--- src/rtl/itsc_pkg.sv ---
// shared types and constants of the id tagged slot cache
// entry layout, opcode and status codes, field widths
// no dependencies
package itsc_pkg;

	localparam int SLOTS_DEF = 256;

	localparam int ID_W     = 32;
	localparam int HANDLE_W = 32;
	localparam int LEN_W    = 16;

	// beat widths on both sides
	localparam int DATA_W   = 112;
	localparam int S_USER_W = 2;
	localparam int M_USER_W = 3;

	// ids run from first to last and then start over
	localparam logic [ID_W-1:0] ID_FIRST = 32'd1;
	localparam logic [ID_W-1:0] ID_LAST  = 32'hFFFF_FFFE;

	typedef enum logic [1:0] {
		OP_REGISTER = 2'd0,
		OP_RETRIEVE = 2'd1,
		OP_GET      = 2'd2
	} opcode_t;

	typedef enum logic [1:0] {
		ST_OK        = 2'd0,
		ST_NOT_FOUND = 2'd1,
		ST_INVALID   = 2'd2
	} status_t;

	// one table entry as held in the slot memory
	typedef struct packed {
		logic                valid;
		logic [ID_W-1:0]     tag;
		logic [HANDLE_W-1:0] info;
		logic [HANDLE_W-1:0] packet;
		logic [LEN_W-1:0]    length;
	} entry_t;

endpackage

--- src/rtl/itsc_slot_mod.sv ---
// id to slot index: id mod SLOTS in three pipeline stages
// power-of-two table sizes use a mask, others a reciprocal multiply
// depends on itsc_pkg
module itsc_slot_mod #(
	parameter int SLOTS = itsc_pkg::SLOTS_DEF,
	parameter int IDX_W = 8
) (
	input  logic                      clk,
	input  logic                      arst_n,
	input  logic                      start,
	input  logic [itsc_pkg::ID_W-1:0] id,
	output logic                      done,
	output logic [IDX_W-1:0]          idx
);
	import itsc_pkg::*;

	localparam bit POW2 = ((SLOTS & (SLOTS - 1)) == 0);

	logic v_s1, v_s2, v_s3;
	logic [IDX_W-1:0] idx_s3;

	// stage valids
	always_ff @(posedge clk or negedge arst_n) begin
		if (!arst_n) begin
			v_s1 <= 1'b0;
			v_s2 <= 1'b0;
			v_s3 <= 1'b0;
		end else begin
			v_s1 <= start;
			v_s2 <= v_s1;
			v_s3 <= v_s2;
		end
	end

	generate
		if (POW2) begin : g_mask
			logic [ID_W-1:0] x_s1, x_s2;

			// low bits carry the slot directly
			always_ff @(posedge clk) begin
				x_s1   <= id;
				x_s2   <= x_s1;
				idx_s3 <= IDX_W'(x_s2 & ID_W'(SLOTS - 1));
			end
		end else begin : g_recip
			localparam logic [ID_W-1:0] RECIP   = ID_W'((64'd1 << 32) / SLOTS);
			localparam logic [ID_W-1:0] SLOTS_W = ID_W'(SLOTS);

			logic [2*ID_W-1:0] prod;
			logic [ID_W-1:0]   x_s1, x_s2, q_s1, qs_s2, qs;
			logic [ID_W-1:0]   rem, rem_fix;

			// quotient estimate, at most one short of the true quotient
			assign prod = {{ID_W{1'b0}}, id} * {{ID_W{1'b0}}, RECIP};
			assign qs   = q_s1 * SLOTS_W;

			// remainder below twice the table size, one correction step
			assign rem     = x_s2 - qs_s2;
			assign rem_fix = (rem >= SLOTS_W) ? rem - SLOTS_W : rem;

			always_ff @(posedge clk) begin
				x_s1   <= id;
				q_s1   <= prod[2*ID_W-1:ID_W];
				x_s2   <= x_s1;
				qs_s2  <= qs;
				idx_s3 <= IDX_W'(rem_fix);
			end
		end
	endgenerate

	assign done = v_s3;
	assign idx  = idx_s3;

endmodule

--- config.mk ---
export PLATFORM = sky130hd
export DESIGN_NAME = itsc_slot_mod
export DESIGN_NICKNAME = d
export VERILOG_FILES = /design/src/rtl/itsc_pkg.sv /design/src/rtl/itsc_slot_mod.sv
export SDC_FILE = /design/constraint.sdc
export NUM_CORES = 1
export LEC_CHECK = 0
export ABC_AREA = 1
export ABC_CLOCK_PERIOD_IN_PS = 800
export BUFFER_PORTS_ARGS = -buffer_cell sky130_fd_sc_hd__buf_2
export CAP_MARGIN = 10
export CORE_MARGIN = 4
export CORE_UTILIZATION = 35
export CTS_CLUSTER_DIAMETER = 150
export DETAILED_ROUTE_END_ITERATION = 6
export GPL_TIMING_DRIVEN = 0
export PLACE_DENSITY = 0.75
export SETUP_SLACK_MARGIN = 0.4
export SLEW_MARGIN = 30
export SYNTH_ARGS = -nofsm -noshare
export SYNTH_HDL_FRONTEND = slang
export SYNTH_SLANG_ARGS = --single-unit
--- constraint.sdc ---
create_clock -name clk -period 0.8 [get_ports clk]
set_input_delay 0 -clock clk [delete_from_list [all_inputs] [get_ports clk]]
set_output_delay 0 -clock clk [all_outputs]
set_load 0.01 [all_outputs]
Word level (Yosys, flattened, before mapping)
Index checks and enable logic that the tools add are counted.

storage, ports and cells
  latch bits = 0
  word-level logic and storage cells = 6
  bits in writable memories = 0
  output and inout bits = 9
  bits in read-only memories = 0
  register bits = 27
  memories kept = 0
  input bits = 35

operators by class
  equality and inequality tests = 0
  $add $sub $neg = 0
  reduce and logical (&&, ||, !) cells = 0
  bitwise logic cells = 0
  mux-type cells = 0
  shift-type cells = 0
  divide/modulo/power cells = 0
  $mul = 0
  magnitude comparators = 0

Logic depth before layout (Yosys ltp)
  depth after elaboration = 0
  gate-level depth with buffers = 0
  mapped depth without buffers = 0

Least setup slack after synthesis
No wires, ideal clock.

  path type = register to register
  from = register v_s2
  to = register v_s3 (netlist: done)
  cell stages (with the launch flop) = 1
  required time = 0.679 ns
  slack = 0.350 ns
  setup time = 0.121 ns
  arrival = 0.330 ns
  period minus slack after synthesis = 0.450 ns
  path buffers = 0
  cell sequence = dfrtp_1

RTL lines
  item                      RTL line             text
  start: declaration        itsc_slot_mod.sv:19  logic v_s1, v_s2, v_s3;
  start signal: assignment  itsc_slot_mod.sv:30  v_s2 <= v_s1;
  end signal: assignment    itsc_slot_mod.sv:31  v_s3 <= v_s2;
  end: declaration          itsc_slot_mod.sv:19

No word-level cell between the ends.

Worst setup path in the final report
  from = register v_s3 (netlist: done)
  to = output done

RTL lines
  item              RTL line             text
  end: declaration  itsc_slot_mod.sv:12  output logic done,

No word-level cell between the ends.

==> out/results.ini <==
[run_status]
status = finished with violations
violations = negative hold slack, negative setup slack

[die]
die_height_um = 47.84
dieArea_um2 = 2289
floorplan.initialDensity = 0.3688
core-area_um2 = 1506
die_w_um = 47.84
rows = 14
io_pins = 44

[setup_path]
critPathMaxStageDelay_ns = 0.37
cp-start-kind = register
critPathMaxFanout = 1
cp_top_family = flip-flops
path_buf_inv = 1
worstSetupPathType = reg -> out
crit_path_cell_trace = buf_2
end_kind = primary output
cpMaxStageDelayCell = dfrtp_1
critPathArrivalTime_ns = 0.80
cp.required_ns = 0.80

[routing]
wl_per_cell_um = 9.333
drtIter0Drc = 6
drtPass1Iterations = 2
drc = 0
viasPerCell = 3.710
postRouteAntennaNets = 0
route.vias.total = 256
wl_um = 644

[cts]
post-cts-setup-buffers = 0
clockBufferDepth = 2
clkTransAtPathRegs_ns = 0.12
clkLatencyLatePin_ns = 0.30
root_buffer = clkbuf_4
clock_sinks = 27
htree_levels = 1
cts_buffers = 3
tritoncts = built

[grt]
grt_pass1_wl_um = 855
grt-ovfl-total = 0
grt_util_all_layers = 0.06385
grt_max_degree = 15
antenna_found_initial = 0
grt_pass1_vias = 214

[placement]
routabilityCongestion = 0.5731
io_buffers = 19

[logic_synthesis]
synth-seq-area-share = 1.000
synthDistinctLibCells = 2
avgSynthCellArea_um2 = 20.58
ys_ff_latch = 27
yosysWarnings = 0
syn-cell-area_um2 = 555.5
syn_inst = 27
syn_nets = 62

[timing]
max_freq_mhz = 1245
finalWorstSetupSlack_ns = -0.003489
hold_ws_ns = -0.2137
setup_viol = 1
hold_viol = 10
tns_ns = -0.003489
clock_skew_ns = 0.002213
finalCriticalPeriod_ns = 0.8035
slew_violations = 0
worst_pin_slew_ns = 0.1220
rsz0062_at_grt = true
timing.final.crit_share = 1.004
slew_headroom = 0.9187

[pwr]
vdd_ir_drop_max_mv = 0.8891
leakagePower_nw = 0.3419
power_density_nw_per_um2 = 2754

[layout]
nets = 89
layout-drive-gt1-share = 0.5094
fill_cells = 131
antenna_cells = 0
final_common_cell = dfxtp_1
fin_util = 0.4909
seq_area_um2 = 561.8
area_delta_synth_final_pct = 33.11
multi_input_cells = 0
multiInputGateArea_um2 = 0
mostFrequentLayoutCells = dfxtp_1, buf_2, dfxtp_2

[flow_run]
maxCapViolCount = 0

[worst_hold_path]
hold_path_class = in -> reg

## layer usage
metal | share of wire | global-route usage | vias to the layer above
met5 | 0 | 0 | -
met4 | 0.030 | 0.09677 | 0
met3 | 0.11 | 0.02632 | 2
met2 | 0.45 | 0.08443 | 14
met1 | 0.41 | 0.06061 | 106
li1 | - | - | 134
## final cells by class
| class | instances | area share |
|---|---|---|
| Tap cell | 16 | 0.02707 |
| Sequential cell | 27 | 0.7597 |
| Timing Repair Buffer | 22 | 0.1777 |
| Clock buffer | 4 | 0.03553 |
## sequential cells by signal, summed over array words and instances, names as in the netlist
register     count
g_mask.x_s1      8
done             1
v_s1             1
v_s2             1
g_mask.x_s2      8
idx              8
## synth_stat cells
cell type	instances	area, um^2
dfxtp_1	24	480.5
dfrtp_1	3	75.07
## power by group
group          internal [mW]  total (mW)  switching, mW
clock                  0.194       0.529          0.334
combinational         0.0448      0.0734         0.0286
sequential              1.42        1.43         0.0146
total                   1.66        2.04          0.377
## timing repair
| item | CTS | global route |
|---|---|---|
| gates resized for setup | 1 | 5 |
| pin swaps | 0 | 0 |
| hold buffers | 1 | 2 |
| hold endpoints to repair | 12 | 12 |
| endpoints found under the setup margin | 25 | 27 |
| gates cloned | 0 | 0 |
## path summary, 6_finish.rpt
check	startpoint	to	slack [ns]	depth (start not counted)
worst max-delay path	done	done	-0.003	1
worst min-delay path	id[6]	g_mask.x_s1[6]	-0.21	1
worst max register to register	v_s2	done	0.32	0
worst min register to register	g_mask.x_s2[0]	idx[0]	0.34	0
max in group asynchronous	arst_n	v_s1	0.70	2
min in group asynchronous	arst_n	done	0	2
## cell families (layout without fill, tap and decap cells)
logic type,count (synthesis),after routing,synth area share
flops,27,27,1.000
buf+inv,0,26,0
## stage by stage
step | power, mW | worst slack (ns) | instance area [um^2] | cells
finish | 2.037 | -0.003489 | 739.5 | 69
floorplan | 1.473 | 0.3497 | 555.5 | 27
detailed placement | 1.525 | 0.3343 | 670.6 | 62
global route | 2.130 | -0.05640 | 739.5 | 69
CTS | 2.058 | -0.02367 | 708.2 | 67
global placement | 1.519 | 0.3380 | 670.6 | 62
Note: power is estimated with default switching activity, not from simulation.
